**config.mk**
```make
export PLATFORM = sky130hd
export DESIGN_NAME = bcs_lerp
export DESIGN_NICKNAME = d
export VERILOG_FILES = /design/src/rtl/bezier_curve_sampler_core_assert.svh /design/src/rtl/bcs_pkg.sv /design/src/rtl/bcs_lerp.sv
export SDC_FILE = /design/constraint.sdc
export NUM_CORES = 2
export LEC_CHECK = 0
export BUFFER_PORTS_ARGS = -buffer_cell sky130_fd_sc_hd__buf_4
export CAP_MARGIN = 40
export CORE_UTILIZATION = 46
export DETAILED_ROUTE_END_ITERATION = 10
export PLACE_DENSITY = 0.74
export SETUP_SLACK_MARGIN = 0.15
export SLEW_MARGIN = 15
export SYNTH_ARGS = -nofsm -noshare
export SYNTH_HDL_FRONTEND = slang
export SYNTH_SLANG_ARGS = --single-unit
```
**constraint.sdc**
```tcl
create_clock -name clk -period 19.95 [get_ports clk]
set_input_delay 3.99 -clock clk [delete_from_list [all_inputs] [get_ports clk]]
set_output_delay 3.99 -clock clk [all_outputs]
set_load 0.01 [all_outputs]
```
**src/rtl/bezier_curve_sampler_core_assert.svh**
```systemverilog
// ----------------------------------------------------------------------------
// Bezier curve sampler assertion macros
// Short forms for the concurrent checks at the end of the core.
// ----------------------------------------------------------------------------
`ifndef BEZIER_CURVE_SAMPLER_CORE_ASSERT_SVH
`define BEZIER_CURVE_SAMPLER_CORE_ASSERT_SVH

// Same-cycle implication, disabled while reset is low.
`define BCS_ASSERT_NOW(lbl, ck, rn, ante, cons, msg) \
  lbl: assert property (@(posedge ck) disable iff (!rn) (ante) |-> (cons)) else $error(msg);

// Next-cycle implication, disabled while reset is low.
`define BCS_ASSERT_NEXT(lbl, ck, rn, ante, cons, msg) \
  lbl: assert property (@(posedge ck) disable iff (!rn) (ante) |=> (cons)) else $error(msg);

`endif

```
**src/rtl/bcs_pkg.sv**
```systemverilog
// ----------------------------------------------------------------------------
// Bezier curve sampler package
// Beat types, register indexes and shared constants.
// ----------------------------------------------------------------------------
package bcs_pkg;

  localparam int MAX_POINTS_DEF = 16;
  localparam int MAX_SAMPLES    = 63;
  localparam int FRAC_W         = 16;
  localparam int COORD_W        = 32;
  localparam int SCNT_W         = 6;
  localparam int T_W            = FRAC_W + 1;

  localparam logic [SCNT_W-1:0] SCNT_RESET = 6'd16;

  // register index, taken from paddr[2]
  localparam logic REG_SAMPLE_COUNT = 1'b0;
  localparam logic REG_DERIV_MODE   = 1'b1;

  typedef struct packed {
    logic signed [COORD_W-1:0] point_x;
    logic signed [COORD_W-1:0] point_y;
    logic signed [COORD_W-1:0] point_z;
    logic                      last_point;
  } in_beat_t;

  typedef struct packed {
    logic signed [COORD_W-1:0] sample_x;
    logic signed [COORD_W-1:0] sample_y;
    logic signed [COORD_W-1:0] sample_z;
    logic                      last_sample;
    logic                      overflow;
  } out_beat_t;

  typedef struct packed {
    logic start;
    logic adv;
  } tgen_ctl_t;

  typedef struct packed {
    logic           rdy;
    logic [T_W-1:0] t;
  } tgen_sts_t;

endpackage

```
**src/rtl/bcs_lerp.sv**
```systemverilog
// ----------------------------------------------------------------------------
// Bezier curve sampler interpolation lane
// Two-stage a*c0 + b*c1 with round to nearest at 16 fraction bits.
// ----------------------------------------------------------------------------
module bcs_lerp #(
  parameter int WW = 37,
  parameter int CW = 22
) (
  input  logic          clk,
  input  logic [WW-1:0] a,
  input  logic [WW-1:0] b,
  input  logic [CW-1:0] c0,
  input  logic [CW-1:0] c1,
  output logic [WW-1:0] res
);

  localparam int PW = WW + CW;
  localparam int SW = PW + 1;

  logic signed [PW-1:0] p0_r;
  logic signed [PW-1:0] p1_r;
  logic signed [SW-1:0] sum;
  logic signed [SW-1:0] sum_sh;
  logic [WW-1:0]        res_r;

  always_ff @(posedge clk) begin
    p0_r <= $signed(a) * $signed(c0);
    p1_r <= $signed(b) * $signed(c1);
  end

  // floor((p0 + p1 + half) / 2^16) gives ties toward plus infinity
  always_comb begin
    sum    = {p0_r[PW-1], p0_r} + {p1_r[PW-1], p1_r}
             + SW'(1 << (bcs_pkg::FRAC_W - 1));
    sum_sh = sum >>> bcs_pkg::FRAC_W;
  end

  always_ff @(posedge clk) begin
    res_r <= sum_sh[WW-1:0];
  end

  assign res = res_r;

endmodule

```
==> impl_results.md <==
- Drc violations: 0
- Hold path start: p1_r[18]$_DFF_P_
- DR WL/cell: ~18 microns
- Average size of a mapped cell: approximately 9 sq um
- CTS Sinks: approximately 140
- Clk slew on worst S/H paths: ~60 ps
- Row count: between 100 and 150
- Least-Margin Pin Slew: 851 ps
- FFs w/ async S/R, synth: 0%
- Final net count: just over 8000
- Die footprint: approximately 0.13 sq mm
- Largest net degree at the start of global routing: 38
- Met2 WL post-DR: 72.3 mm
- Commonest non-fill, non-tap cell in the layout: fa_1
- Leading cell types in the layout, fill and taps excluded: 1484 x fa_1, 1462 x inv_1, 1028 x nand2_1, 608 x and2_1, 405 x ha_1
- TritonCTS Buffers: 25
- Fmax: just over 0.09 GHz
- Slew headroom: 43.2%
- Clock period minus worst slack: 10830 ps
- Endpoints failing setup: 0
- Root Driver: clkbuf_16
- Largest cells by area after synthesis: fa_1 51%, inv_1 9.5%, ha_1 8.8%, nand2_1 6.7%, and2_1 6.6%
- Number of fill cells: 11300
- Crit-path max FO: 37
- DR pass1 iterations: 6
- Crit-path leading delay family: adder cells
- Syn Std Cell Area: roughly 0.058 sq mm
- Antenna violations before repair: 5
- Remaining Overflow, GRT: 0
- Max-Cap Viols: 0
- Remaining antenna violation count: 0
- Synth warnings: 0
- Port Buf Inserts: about 160
- CTS tree: built
- Via count: between 40000 and 50000
- R2R cell count: 11
- Post-synthesis sequential area ratio: between 4 and 5%
- Critical setup path kind: in2reg
- Final std cells w/o fill: about 8000
- Max Buffers Root-to-Sink: 3
- EDFF count, synth: 0
- Yosys cell types: about 70
- CP Cell Sequence: buf_4 > nand2_1 > fa_1 > fa_1 > inv_1 > fa_1 > inv_1 > fa_1 > inv_1 > fa_1 > fa_1 > inv_1 > fa_1 > inv_1 > ha_1 > a21oi_1 > o21ai_0 > a31oi_1 > o211ai_1 > a211oi_1 > o2111ai_1 > a31oi_1 > o21ai_0 > xor2_1
- Setup TNS: 0 ps
- Starting DRC count in detailed routing: approximately 2400
- Post-CTS Setup Inserts: 0
- Critical path buffer and inverter count: 6
- Reg area: 0.00286 sq mm
- Post-Syn Instances: between 6000 and 7000
- Critical Path Start Type: input port
- Core region area: between 0.1 and 0.15 sq mm
- Skew final: about 23 ps
- Vias in the first global route: roughly 47000
- Metal3 WL: between 8 and 9 mm
- Layout area overhead: 4.51%
- Routed met1 length: ~56 mm
- Fin. Hold Viols: 0
- Worst path slowest cell: fa_1
- Detailed placement HPWL: between 100 and 150 mm
- Crit path top cell by count: fa_1
- Die Height: between 300 and 400 microns
- CTS H-tree depth: 4
- R2r setup slk: between 15000 and 20000 ps
- Leading area contributor after synthesis: fa_1
- Ports: 156
- Area occupied by multi-input gates: ~0.048 sq mm
- Post_cts resized: 0
- RSZ-0062 raised after global routing: false
- Layout cells sized above 1: between 3 and 4%
- Initial core utilization: a little under half
- Hold_buf cts: 0
- Period utilisation layout: a little over half
- First-pass GRT wire length: approximately 240 mm
- Area share of the largest cell type after synthesis: around half
- Syn_nets: roughly 8300
- Outcome: finished clean
- Via density per instance: about 5.3
- Hold Crit Endpoint: res[2]$_DFF_P_
- Top Layer Used: met5
- Number of placed instances, taps included: about 7800
- RR Endpoint: res[35]$_DFF_P_
- CP startpoint: c1[7]
- WL final: between 100 and 150 mm
- Synth Register Bits: 143
- Worst EP arrival: around 11000 ps
- Critical path required time: 20300 ps
- Max-slew violations: 0
- Hold Crit Depth: 3
- Die outline width: ~360 microns
- Synth Flop Type: dfxtp_1
- Worst min path class: reg2reg
- Crit path capture type: flip-flop
- GRT Util Overall: 23.7%
- Crit path largest cell delay: 560 ps
- Worst r2r src: p0_r[7]$_DFF_P_
- Worst skew pair latency: ~500 ps
- RePlAce Congestion: ~0.90
-- flip-flops by register name (all words and copies together) (netlist names) --
signal  count
p1_r       53
res        37
p0_r       53
-- stage by stage --
step                area [sq um]  utilization (%)  setup slack [ps]  hold slack (ps)
floorplan                  57800                -              9440              644
global placement           59700             48.1              8820              760
detailed placement         59700             48.1              8780              786
CTS                        60400             48.7              9250              774
global route               60400             48.7              8910              822
finish                     60400             48.7              9120              779
-- cell type report --
cell class | instances | area share (%)
Antenna cell | 2 | 0.00829
Clock buffer | 32 | 1.15
Multi-Input combinational cell | 4377 | 79.7
Timing Repair Buffer | 155 | 1.93
Inverter | 1462 | 9.09
Tap cell | 1637 | 3.39
Sequential cell | 143 | 4.74
-- worst register-to-register path, delay by kind of cell, from the launching register on --
kind | cells | cell delay [ps]
flip-flops | 1 | 300
adder cells (fa/ha/maj) | 2 | 570
XOR/XNOR | 1 | 270
AO/OA/AOI/OAI | 8 | 2430
-- worst max path at each step --
stage	endpoint	cells past startpoint
floorplan	p1_r[45]$_DFF_P_	26
global placement	p1_r[45]$_DFF_P_	24
detailed placement	p1_r[46]$_DFF_P_	24
CTS	p1_r[46]$_DFF_P_	24
global route	p0_r[52]$_DFF_P_	23
finish	p1_r[46]$_DFF_P_	24
-- routing by layer --
| layer | GRT usage (%) | up-vias |
|---|---|---|
| li1 | - | 18000 |
| met1 | 29.8 | 21600 |
| met2 | 41.1 | 1555 |
| met3 | 3.02 | 409 |
| met4 | 9.51 | 6 |
| met5 | 0 | - |
-- cell usage after synthesis (all sizes together), types with 17 or more instances --
library cell / count
a211oi: 17
a21o: 65
a21oi: 123
a31oi: 22
and2: 608
clkbuf: 343
dfxtp: 143
fa: 1484
ha: 405
inv: 1462
nand2: 1028
nand2b: 31
nand3: 39
nor2: 64
nor2b: 59
nor3: 26
o21a: 20
o21ai: 74
o21bai: 18
xnor2: 121
xor2: 47
-- cells by family after synthesis --
family / share of synthesized area [%]
compound gates: 4.76
xor+xnor: 2.55
fa+ha+maj: 60.2
buf+inv: 11.8
flops: 4.95
mux: 0.0173
simple gates: 15.8
Power is not shown: default switching activity piles up to over one toggle a cycle in this logic, so the estimate is an artifact.
