<file path="src/rtl/bezier_curve_sampler_core_assert.svh">
// ----------------------------------------------------------------------------
// Bezier curve sampler assertion macros
// Short forms for the concurrent checks at the end of the core.
// ----------------------------------------------------------------------------
`ifndef BEZIER_CURVE_SAMPLER_CORE_ASSERT_SVH
`define BEZIER_CURVE_SAMPLER_CORE_ASSERT_SVH

// Same-cycle implication, disabled while reset is low.
`define BCS_ASSERT_NOW(lbl, ck, rn, ante, cons, msg) \
  lbl: assert property (@(posedge ck) disable iff (!rn) (ante) |-> (cons)) else $error(msg);

// Next-cycle implication, disabled while reset is low.
`define BCS_ASSERT_NEXT(lbl, ck, rn, ante, cons, msg) \
  lbl: assert property (@(posedge ck) disable iff (!rn) (ante) |=> (cons)) else $error(msg);

`endif

</file>
<file path="src/rtl/bcs_pkg.sv">
// ----------------------------------------------------------------------------
// Bezier curve sampler package
// Beat types, register indexes and shared constants.
// ----------------------------------------------------------------------------
package bcs_pkg;

  localparam int MAX_POINTS_DEF = 16;
  localparam int MAX_SAMPLES    = 63;
  localparam int FRAC_W         = 16;
  localparam int COORD_W        = 32;
  localparam int SCNT_W         = 6;
  localparam int T_W            = FRAC_W + 1;

  localparam logic [SCNT_W-1:0] SCNT_RESET = 6'd16;

  // register index, taken from paddr[2]
  localparam logic REG_SAMPLE_COUNT = 1'b0;
  localparam logic REG_DERIV_MODE   = 1'b1;

  typedef struct packed {
    logic signed [COORD_W-1:0] point_x;
    logic signed [COORD_W-1:0] point_y;
    logic signed [COORD_W-1:0] point_z;
    logic                      last_point;
  } in_beat_t;

  typedef struct packed {
    logic signed [COORD_W-1:0] sample_x;
    logic signed [COORD_W-1:0] sample_y;
    logic signed [COORD_W-1:0] sample_z;
    logic                      last_sample;
    logic                      overflow;
  } out_beat_t;

  typedef struct packed {
    logic start;
    logic adv;
  } tgen_ctl_t;

  typedef struct packed {
    logic           rdy;
    logic [T_W-1:0] t;
  } tgen_sts_t;

endpackage

</file>
<file path="src/rtl/bcs_tgen.sv">
// ----------------------------------------------------------------------------
// Bezier curve sampler parameter generator
// Serial divide of 1.0 by the sample count, then t = floor(k * 2^16 / S) stepping.
// ----------------------------------------------------------------------------
module bcs_tgen (
  input  logic                            clk,
  input  logic                            rst_n,
  input  bcs_pkg::tgen_ctl_t              ctl,
  input  logic [bcs_pkg::SCNT_W-1:0]      s,
  output bcs_pkg::tgen_sts_t              sts
);

  localparam int SW = bcs_pkg::SCNT_W;
  localparam int TW = bcs_pkg::T_W;

  logic          busy_r;
  logic [4:0]    cnt_r;
  logic [SW-1:0] s_r;
  logic [SW-1:0] rem_r;
  logic [TW-1:0] q_r;
  logic [SW-1:0] racc_r;
  logic [TW-1:0] t_r;
  logic [SW:0]   trial;
  logic          qbit;
  logic [SW:0]   racc_sum;
  logic          racc_wrap;

  // restoring step: the dividend is 1 followed by sixteen zeros
  always_comb begin
    trial     = {rem_r, (cnt_r == 5'd0)};
    qbit      = (trial >= {1'b0, s_r});
    racc_sum  = {1'b0, racc_r} + {1'b0, rem_r};
    racc_wrap = (racc_sum >= {1'b0, s_r});
  end

  always_ff @(posedge clk) begin
    if (!rst_n) begin
      busy_r <= 1'b0;
      cnt_r  <= '0;
    end else if (ctl.start) begin
      busy_r <= 1'b1;
      cnt_r  <= '0;
    end else if (busy_r) begin
      cnt_r <= cnt_r + 5'd1;
      if (cnt_r == 5'(TW - 1)) begin
        busy_r <= 1'b0;
      end
    end
  end

  always_ff @(posedge clk) begin
    if (ctl.start) begin
      s_r    <= s;
      rem_r  <= '0;
      q_r    <= '0;
      racc_r <= '0;
      t_r    <= '0;
    end else if (busy_r) begin
      rem_r <= qbit ? SW'(trial - {1'b0, s_r}) : trial[SW-1:0];
      q_r   <= {q_r[TW-2:0], qbit};
    end else if (ctl.adv) begin
      if (racc_wrap) begin
        racc_r <= SW'(racc_sum - {1'b0, s_r});
        t_r    <= t_r + q_r + TW'(1);
      end else begin
        racc_r <= racc_sum[SW-1:0];
        t_r    <= t_r + q_r;
      end
    end
  end

  assign sts.rdy = !busy_r;
  assign sts.t   = t_r;

endmodule
</file>
<file path="config.mk">
export PLATFORM = sky130hd
export DESIGN_NAME = bcs_tgen
export DESIGN_NICKNAME = d
export VERILOG_FILES = /design/src/rtl/bezier_curve_sampler_core_assert.svh /design/src/rtl/bcs_pkg.sv /design/src/rtl/bcs_tgen.sv
export SDC_FILE = /design/constraint.sdc
export NUM_CORES = 1
export LEC_CHECK = 0
export ABC_AREA = 1
export BUFFER_PORTS_ARGS = -buffer_cell sky130_fd_sc_hd__buf_4
export CAP_MARGIN = 20
export CORE_ASPECT_RATIO = 0.5
export CORE_MARGIN = 1.5
export CORE_UTILIZATION = 60
export CTS_BUF_LIST = sky130_fd_sc_hd__clkbuf_4 sky130_fd_sc_hd__clkbuf_8 sky130_fd_sc_hd__clkbuf_16
export DETAILED_ROUTE_END_ITERATION = 7
export PLACE_DENSITY = 0.79
export SLEW_MARGIN = 20
export SYNTH_ARGS = -nofsm -noshare
export SYNTH_HDL_FRONTEND = slang
export SYNTH_SLANG_ARGS = --single-unit
</file>
<file path="constraint.sdc">
create_clock -name clk -period 3.9 [get_ports clk]
set_input_delay 0.585 -clock clk [delete_from_list [all_inputs] [get_ports clk]]
set_output_delay 0.585 -clock clk [all_outputs]
set_load 0.01 [all_outputs]
</file>
==> metrics.cfg, run 1 <==
[drt]
viasPerCell=5.34
drt_first_pass_iters=5
first_iter_violations=262
antenna_left=0
wire_per_inst_um=12.9
wl_um=10100
drc=0
num_vias=4178

[clock_network]
tritoncts=done
clk_pin_slew_worst_paths_ns=0.05
clk_path_buf_depth=2
insertion_delay_ns=0.33
post_cts_buffers=0
postCtsHoldBufs=0
htree_levels=3
cts_resized=0
clock-root-buffer=clkbuf_16
cts.sinks=58
cts_buffers=9

[timing]
slew_headroom_pct=53.7
final-hold-violation-count=0
setup_slack_ns=0.716
final.setup.tns_ns=0
finalSetupViolCount=0
final.period_utilization_pct=81.6
tightest_slew_ns=0.692
rsz0062_at_grt=no
max_clock_freq_mhz=314
report.final.slew_viol_count=0
min_period_ns=3.18
fin_worst_skew_ns=0.00607

[final_layout]
instances_no_fill=782
fin_util_pct=71.9
syn_to_final_growth_pct=13.3
seq_area_mm2=0.00122
layout_commonest_cell=nand2_1
drive_above_1_share_pct=9.71
antenna_cells=0
layout_common_cells=nand2_1 (165), inv_1 (91), nor2_1 (85)
nFillCells=601
final_nets=736
multi_input_area_mm2=0.00270

[pwr]
pwr-share-clk_pct=37.9
leakagePower_uw=0.00253
ir_drop_v=0.000295
p_total_uw=2270
swShare_pct=33.4
power_frac_comb_pct=30.7
seqPwrFrac_pct=31.5
p_sw_uw=756
pwr_density_cell_mw_per_mm2=459
power.internal_uw=1510

[synthesis]
synth_area_per_cell_um2=6.60
syn_area_mm2=0.00435
syn_inst=660
synth-edff-count=6
yosysWarnings=0
synth.distinct_cells=37
synth.yosys.seq_area_share_pct=28.0
synthesis.nets=711
async_flop_share_pct=0
ys_ff_latch=58
synth_ff_type=dfxtp_1

[critical_path]
arrival_ns=3.41
critPathKind=reg2reg
r2r_start=rem_r[0]
startpoint=rem_r[0]
worstPathMaxFanout=12
startpoint_type=register
crit_path_end_kind=register
crit_required_ns=4.13

[global_route]
grt_overflow_total=0
grt_start_max_net_pins=31
antenna_found_initial=0
grt_pass1_wl_um=17200
grt_pass1_vias=3931
grt_usage_pct=28.1

[placement]
place_ws_ns=0.772
portBuffers=27
place_inst=766
gp_congestion=0.932
dp.final_hpwl_um=7470

[floorplan]
dieArea_mm2=0.00781
rows=21
fp.coreArea_mm2=0.00686
ios=28
die-height_um=63.2
start_util_pct=63.5
fp.dieW_um=123

[min_path]
hp-start=s[4]
hp-class=in2reg

[run_status]
status=finished, final reports clean

[job]
drv_cap=0

per-layer routing:
metal	wire, um	vias to the layer above	GRT usage (%)
met5	0	-	0
met4	201	0	9.91
met3	442	25	6.97
met2	4840	95	49.4
met1	4610	1891	33.4
li1	-	2167	-
critical path, cell delays in order (launching register included):
cell and delay (ns):
dfxtp_1 0.35, ha_1 0.24, fa_1 0.42, a31oi_1 0.19, xor2_1 0.15, inv_1 0.06
ha_1 0.32, nand2_1 0.08, inv_1 0.06, nand2_1 0.04, nand2_1 0.09, o21ai_1 0.06
nand2_1 0.36, nand3_2 0.21, inv_1 0.14, nand2_1 0.06, nand2_1 0.06, nand3_1 0.06
nand2_1 0.07, inv_1 0.03
sequential cells by signal, indices dropped and copies added, names as in the netlist:
signal and flops:
q_r 17, busy_r 1, rem_r 6, t_r 17, racc_r 6, s_r 6, cnt_r 5
synthesized netlist by cell type, types with 3 or more instances:
cell type    n  area, um^2
nand2_1    165         619
inv_1       91         342
nor2_1      85         319
dfxtp_1     52        1040
a21oi_1     45         225
o21ai_0     43         215
nand3_1     41         205
ha_1        37         463
clkbuf_1    11        41.3
xor2_1      11        96.3
xnor2_1      9        78.8
edfxtp_1     6         180
nand4_1      6        37.5
nand3_2      5        50.1
nor2_2       5        31.3
fa_1         4        80.1
o211ai_1     4        30.0
o21ai_1      4        20.0
a31oi_1      3        18.8
and2_1       3        18.8
buf_6        3        33.8
inv_2        3        11.3
nand2_2      3        18.8
nand3b_1     3        22.5
nor3_1       3        15.0
kinds of logic (layout without fill, tap and decap cells):
family          Yosys count  count (layout)  share of synthesized area (%)
simple gates            325             325                           32.1
buf+inv                 110             140                           10.1
compound gates          105             105                           13.0
flops                    58              58                           28.0
fa+ha+maj                41              41                           12.5
xor+xnor                 21              21                           4.40
final timing paths:
kind / endpoint / slack, ns / cells past startpoint
hold / removal: s_r[4] / 0.43 / 1
hold reg to reg: cnt_r[4] / 0.45 / 1
setup / recovery: t_r[13] / 0.72 / 19
setup reg to reg: t_r[13] / 0.72 / 19
layout make-up:
class                      count  share of cell area, %
tap                           92                   2.33
clock buffer                  11                   5.00
clock inverter                 5                   1.57
sequential                    58                   24.8
timing repair buffer          30                   4.57
multi-input combinational    492                   54.6
inverter                      94                   7.15
power groups by stage:
stage / Combinational, uW / Clock [uW] / Sequential, uW
after floorplan: 547 / 0 / 717
after global placement: 673 / 0 / 723
after detailed placement: 686 / 0 / 724
after CTS: 693 / 872 / 712
after global routing: 795 / 898 / 720
final: 695 / 858 / 713
through the flow:
step,instance area (um^2),hold slack (ns)
after global routing,4930,0.419
final,4930,0.431
after CTS,4930,0.419
after global placement,4610,0.435
after floorplan,4350,0.422
after detailed placement,4610,0.443
No activity file was read; power rests on OpenSTA's default activity.
==> run 2, diff against run 1 <==
==> constraint.sdc (replaced) <==
create_clock -name clk -period 2.95 [get_ports clk]
set_input_delay 0.4425 -clock clk [delete_from_list [all_inputs] [get_ports clk]]
set_output_delay 0.4425 -clock clk [all_outputs]
set_load 0.01 [all_outputs]
==> run 2 against run 1 <==
Compared with the run above: clock power is 18% higher; power grew 34%; utilization increased by 2.2 points; register-to-register slack worse by 0.62 ns; maximum frequency rose by 12%; via count increased by 2.8%; critical path depth is 5 lower; global-route usage rose by 0.84 points; critical path type unchanged.
==> metrics.cfg, run 2 (same netlist as run 1, synthesis figures left out) <==
[run_status]
status=finished, final reports clean

[critical_path]
worst-path-stages=14  ; -5
arrival_ns=3.05  ; -0.36 ns
cpPeakStageDelay_ns=0.41  ; about the same
crit_path_end_kind=register
crit_required_ns=3.15  ; -0.98 ns
crit_family=adder cells
worstPathMaxFanout=7  ; -5
startpoint=racc_r[0]
critPathKind=reg2reg
crit_path_cell_trace=ha_4 -> fa_2 -> a31oi_4 -> xor2_1 -> inv_1 -> ha_4 -> a21oi_1 -> nand2_2 -> o21ai_2 -> nand2_4 -> nand3_4 -> buf_4 -> xor2_1 -> a21oi_1
ff2ff_path_depth=14  ; -5
worst_path_max_delay_cell=fa_2
r2r_start=racc_r[0]
reg2reg_to=t_r[8]
r2r_setup_slack_ns=0.1  ; -0.62 ns
crit_buf_inv=2  ; -2
startpoint_type=register

[timing]
setup_slack_ns=0.0998  ; -0.617 ns
tightest_slew_ns=0.630  ; -0.0623 ns
report.final.slew_viol_count=0  ; unchanged
fin_worst_skew_ns=0.00531  ; -0.000754 ns
whs_ns=0.285  ; -0.145 ns
final.period_utilization_pct=96.6  ; +15 points
slew_headroom_pct=58.0  ; +4.2 points
finalSetupViolCount=0  ; unchanged
final.setup.tns_ns=0  ; unchanged
min_period_ns=2.85  ; -0.333 ns
final-hold-violation-count=0  ; unchanged
max_clock_freq_mhz=351  ; +12%

[global_route]
antenna_found_initial=0  ; unchanged
grt_pass1_vias=4073  ; +3.6%
grt_start_max_net_pins=31  ; unchanged
grt_overflow_total=0  ; unchanged
grt_usage_pct=29.0  ; +0.84 points
grt_pass1_wl_um=17700  ; +3.0%

[min_path]
hp-class=in2reg
hp-start=s[4]
holdPathEnd=s_r[4]
holdPathStages=1  ; unchanged

[floorplan]
start_util_pct=63.5  ; unchanged
dieArea_mm2=0.00781  ; unchanged
fp.dieW_um=123  ; unchanged
rows=21  ; unchanged
fp.coreArea_mm2=0.00686  ; unchanged
ios=28  ; unchanged
die-height_um=63.2  ; unchanged

[drt]
drt_first_pass_iters=6  ; +1
drc=0  ; unchanged
antenna_left=0  ; unchanged
wire_per_inst_um=13.6  ; +5.3%
num_vias=4294  ; +2.8%
first_iter_violations=257  ; -1.9%
viasPerCell=5.41  ; +1.2%
wl_um=10800  ; +7.0%

[final_layout]
drive_above_1_share_pct=13.0  ; +3.3 points
layout_common_cells=nand2_1 (162), inv_1 (91), nor2_1 (85)
layout_commonest_cell=nand2_1
instances_no_fill=794  ; +1.5%
final_nets=748  ; +1.6%
syn_to_final_growth_pct=16.7
antenna_cells=0  ; unchanged
postLayoutCellArea_mm2=0.00508  ; +3.0%
top_regs=q_r (17), t_r (17)
nFillCells=596  ; -0.83%

[clock_network]
cts_buffers=9  ; unchanged
tritoncts=done
cts.sinks=58  ; unchanged
insertion_delay_ns=0.33  ; about the same
postCtsHoldBufs=0  ; unchanged
htree_levels=3  ; unchanged
clk_path_buf_depth=2  ; unchanged
clk_pin_slew_worst_paths_ns=0.05  ; about the same
clock-root-buffer=clkbuf_16

[pwr]
pwr_density_cell_mw_per_mm2=595  ; +30%
ir_drop_v=0.000406  ; +38%
leakagePower_uw=0.00257  ; +1.4%

[placement]
place_inst=777  ; +1.4%
dp.final_hpwl_um=7760  ; +3.8%
gp_congestion=0.925  ; -0.77%
portBuffers=27  ; unchanged
place_ws_ns=-0.0161  ; -0.788 ns
place_area_mm2=0.00469  ; +1.8%

[job]
drv_cap=0  ; unchanged

-- run 2: cell types whose count changed in the layout (fill, tap and decap cells not counted), sizes merged --
| cell | before | now |
|---|---|---|
| clkinv | 2 | 5 |
| clkbuf | 11 | 9 |
| buf | 30 | 42 |
| bufinv | 2 | 1 |
-- run 2: cell type report --
cell class	count	area (um^2)	share of cell area, %
Sequential cell	58	1220	24.1
Inverter	94	353	6.94
Clock buffer	9	225	4.43
Clock inverter	7	60.1	1.18
Tap cell	92	115	2.27
Multi-Input combinational cell	492	2780	54.8
Timing Repair Buffer	42	319	6.28
-- run 2: what timing repair did --
item / 4_1_cts / 5_1_grt
buffers inserted: 0 / 1
gates resized for setup: 1 / 18
pin swaps: 0 / 10
endpoints found under the setup margin: 6 / 23
-- run 2: how the worst max path moves through the flow --
stage / end / slack, ns
final: t_r[8] / 0.1
after global routing: racc_r[1] / -0.07
after CTS: t_r[5] / 0.05
after detailed placement: t_r[5] / -0.02
after global placement: t_r[5] / 0.07
after floorplan: t_r[13] / 0.20
-- run 2: through the flow --
stage	power, uW	util (%)
final	3030	74.1
after global routing	3210	74.1
after CTS	2950	72.6
after detailed placement	1930	68.4
after global placement	1910	68.4
after floorplan	1670	-
-- run 2: power breakdown --
| group | switching, uW | total, uW | internal [uW] |
|---|---|---|---|
| clock network | 372 | 1010 | 642 |
| logic | 631 | 1070 | 441 |
| registers | 64.0 | 940 | 876 |
-- run 2: per-layer routing --
metal | GRT usage [%] | share of wire [%] | vias up | wire (um)
met2 | 52.6 | 50 | 114 | 5360
li1 | - | - | 2191 | -
met5 | 0 | 0 | - | 0
met3 | 7.25 | 4.0 | 24 | 436
met1 | 33.3 | 44 | 1965 | 4780
met4 | 9.63 | 2.1 | 0 | 223
-- run 2: worst register-to-register path, stage by stage (launching register included) --
cell	delay (ns)
dfxtp_2	0.33
ha_4	0.16
fa_2	0.41
a31oi_4	0.18
xor2_1	0.17
inv_1	0.11
ha_4	0.26
a21oi_1	0.18
nand2_2	0.09
o21ai_2	0.18
nand2_4	0.12
nand3_4	0.15
buf_4	0.13
xor2_1	0.16
a21oi_1	0.08
==> run 3, diff against run 2 <==
--- a/config.mk
+++ b/config.mk
@@ -6,7 +6,7 @@
 export NUM_CORES = 1
 export LEC_CHECK = 0
 export ABC_AREA = 1
-export BUFFER_PORTS_ARGS = -buffer_cell sky130_fd_sc_hd__buf_4
+export BUFFER_PORTS_ARGS = -buffer_cell sky130_fd_sc_hd__buf_2
 export CAP_MARGIN = 20
 export CORE_ASPECT_RATIO = 0.5
 export CORE_MARGIN = 1.5
==> constraint.sdc (replaced) <==
create_clock -name clk -period 2.7 [get_ports clk]
set_input_delay 0.405 -clock clk [delete_from_list [all_inputs] [get_ports clk]]
set_output_delay 0.405 -clock clk [all_outputs]
set_load 0.01 [all_outputs]
==> run 3 against run 2 <==
Compared with the run above: the run now ends with negative setup slack left; hold slack got worse by 0.036 ns; die area did not move; non-clock buffer count rose by 10; final cell count rose by 1.3%; critical endpoint is now t_r[14]; largest cell class unchanged; routed wire length barely moved.
==> metrics.cfg, run 3 (same netlist as run 1, synthesis figures left out) <==
[critical_path]
r2r_setup_slack_ns=-0.04  ; -0.14 ns
ff2ff_path_depth=20  ; +6
startpoint=rem_r[0]
crit_path_end_kind=register
critPathKind=reg2reg
reg2reg_to=t_r[14]
r2r_start=rem_r[0]
startpoint_type=register
arrival_ns=2.97  ; -0.08 ns
worstPathMaxFanout=5  ; -2
crit_required_ns=2.93  ; -0.22 ns

[drt]
first_iter_violations=280  ; +8.9%
viasPerCell=5.35  ; -1.0%
wire_per_inst_um=13.4  ; -1.2%
drc=0  ; unchanged
wl_um=10800  ; about the same
num_vias=4304  ; +0.23%
antenna_left=0  ; unchanged
drt_first_pass_iters=5  ; -1

[min_path]
holdPathEnd=s_r[3]
holdPathStages=1  ; unchanged
hp-class=in2reg
hp-start=s[3]

[final_layout]
layout_common_cells=nand2_1 (161), inv_1 (89), nor2_1 (84)
top_regs=q_r (17), t_r (17)
nFillCells=558  ; -6.4%
antenna_cells=0  ; unchanged
final_nets=758  ; +1.3%
multi_input_area_mm2=0.00279  ; +0.22%
syn_to_final_growth_pct=17.4
seq_area_mm2=0.00122  ; -0.10%
drive_above_1_share_pct=15.2  ; +2.2 points
layout_commonest_cell=nand2_1

[pwr]
p_total_uw=3330  ; +9.9%
leakagePower_uw=0.00261  ; +1.7%
ir_drop_v=0.000429  ; +5.5%
pwr_density_cell_mw_per_mm2=650  ; +9.2%

[timing]
setup_slack_ns=-0.0370  ; -0.137 ns
whs_ns=0.249  ; -0.0364 ns
max_clock_freq_mhz=365  ; +4.1%
rsz0062_at_grt=yes
fin_worst_skew_ns=0.00865  ; +0.00334 ns
slew_headroom_pct=54.7  ; -3.2 points
min_period_ns=2.74  ; -0.113 ns
report.final.slew_viol_count=0  ; unchanged
finalSetupViolCount=10  ; +10
tightest_slew_ns=0.678  ; +0.0484 ns
final-hold-violation-count=0  ; unchanged
final.period_utilization_pct=101  ; +4.8 points

[clock_network]
postCtsHoldBufs=0  ; unchanged
cts.sinks=58  ; unchanged
clk_pin_slew_worst_paths_ns=0.05  ; about the same
tritoncts=done
cts_buffers=9  ; unchanged
insertion_delay_ns=0.33  ; about the same
htree_levels=3  ; unchanged
clk_path_buf_depth=2  ; unchanged
clock-root-buffer=clkbuf_16

[global_route]
grt_pass1_vias=4183  ; +2.7%
grt_pass1_wl_um=18100  ; +2.3%
grt_usage_pct=29.6  ; +0.65 points
antenna_found_initial=0  ; unchanged
grt_overflow_total=0  ; unchanged
grt_start_max_net_pins=29  ; -6.5%

[floorplan]
dieArea_mm2=0.00781  ; unchanged
fp.coreArea_mm2=0.00686  ; unchanged
rows=21  ; unchanged
start_util_pct=63.5  ; unchanged
fp.dieW_um=123  ; unchanged
ios=28  ; unchanged
die-height_um=63.2  ; unchanged

[run_status]
violations=negative setup slack
status=finished, violations left

[placement]
gp_congestion=0.926  ; +0.18%
portBuffers=27  ; unchanged
dp.final_hpwl_um=7970  ; +2.7%

[job]
drv_cap=0  ; unchanged

run 3: changes by cell type in the layout (fill, tap and decap cells not counted), moves of 4 or more:
cell and change:
buf_4 -18, a21oi_1 -4, a21oi_2 +4, buf_2 +27, o21ai_0 -6, o21ai_1 +7
run 3: final cells by class:
type	count	share of cell area (%)
clock buffer	11	4.82
clock inverter	5	0.563
inverter	94	6.95
multi-input combinational	492	54.6
sequential	58	23.9
tap	92	2.25
timing repair buffer	52	6.90
run 3: how the worst max path moves through the flow:
stage | to | slack (ns) | cells after the start
after global placement | t_r[14] | -0.03 | 20
after global routing | t_r[14] | -0.24 | 20
after floorplan | t_r[13] | 0.01 | 20
after detailed placement | t_r[14] | -0.08 | 20
final | t_r[14] | -0.04 | 20
after CTS | t_r[14] | -0.01 | 20
run 3: metrics by stage:
| stage | TNS (ns) | instance area, um^2 | instances | setup WS, ns | utilization (%) |
|---|---|---|---|---|---|
| after floorplan | 0 | 4370 | 660 | 0.00967 | - |
| after global placement | -0.118 | 4710 | 785 | -0.0324 | 68.7 |
| after detailed placement | -0.609 | 4710 | 785 | -0.0831 | 68.7 |
| after CTS | -0.0125 | 5010 | 801 | -0.0125 | 73.0 |
| after global routing | -3.60 | 5110 | 804 | -0.244 | 74.5 |
| final | -0.105 | 5110 | 804 | -0.0370 | 74.5 |
run 3: what timing repair did:
item,4_1_cts,5_1_grt
gates cloned,0,1
pin swaps,1,7
endpoints found under the setup margin,16,23
hold endpoints to repair,0,0
setup buffers,0,2
gates resized for setup,4,21
run 3: worst max-delay path: stages (launching register included):
cell,delay (ns)
dfxtp_2,0.33
ha_4,0.17
fa_2,0.37
a31oi_1,0.18
xor2_1,0.16
inv_1,0.09
ha_4,0.28
nand2_2,0.05
inv_2,0.04
nand2_1,0.04
nand2_1,0.07
o21ai_1,0.07
nand2_2,0.13
buf_12,0.13
nand3_4,0.12
nor2_4,0.13
nand2_1,0.06
nand2_1,0.05
nand3_1,0.06
nand2_1,0.08
inv_1,0.03
run 3: power by group:
group          internal [uW]  switching, uW  total, uW
Combinational            547            697       1240
Sequential               957           72.7       1030
Clock                    650            401       1050
run 3: layer usage:
metal	share of wire, %	vias up	wire length, um	GRT usage, %
met5	0	-	0	0
met4	2.1	0	222	11.2
met3	3.9	20	421	6.70
met2	49	103	5260	53.8
met1	45	1968	4890	33.9
li1	-	2213	-	-
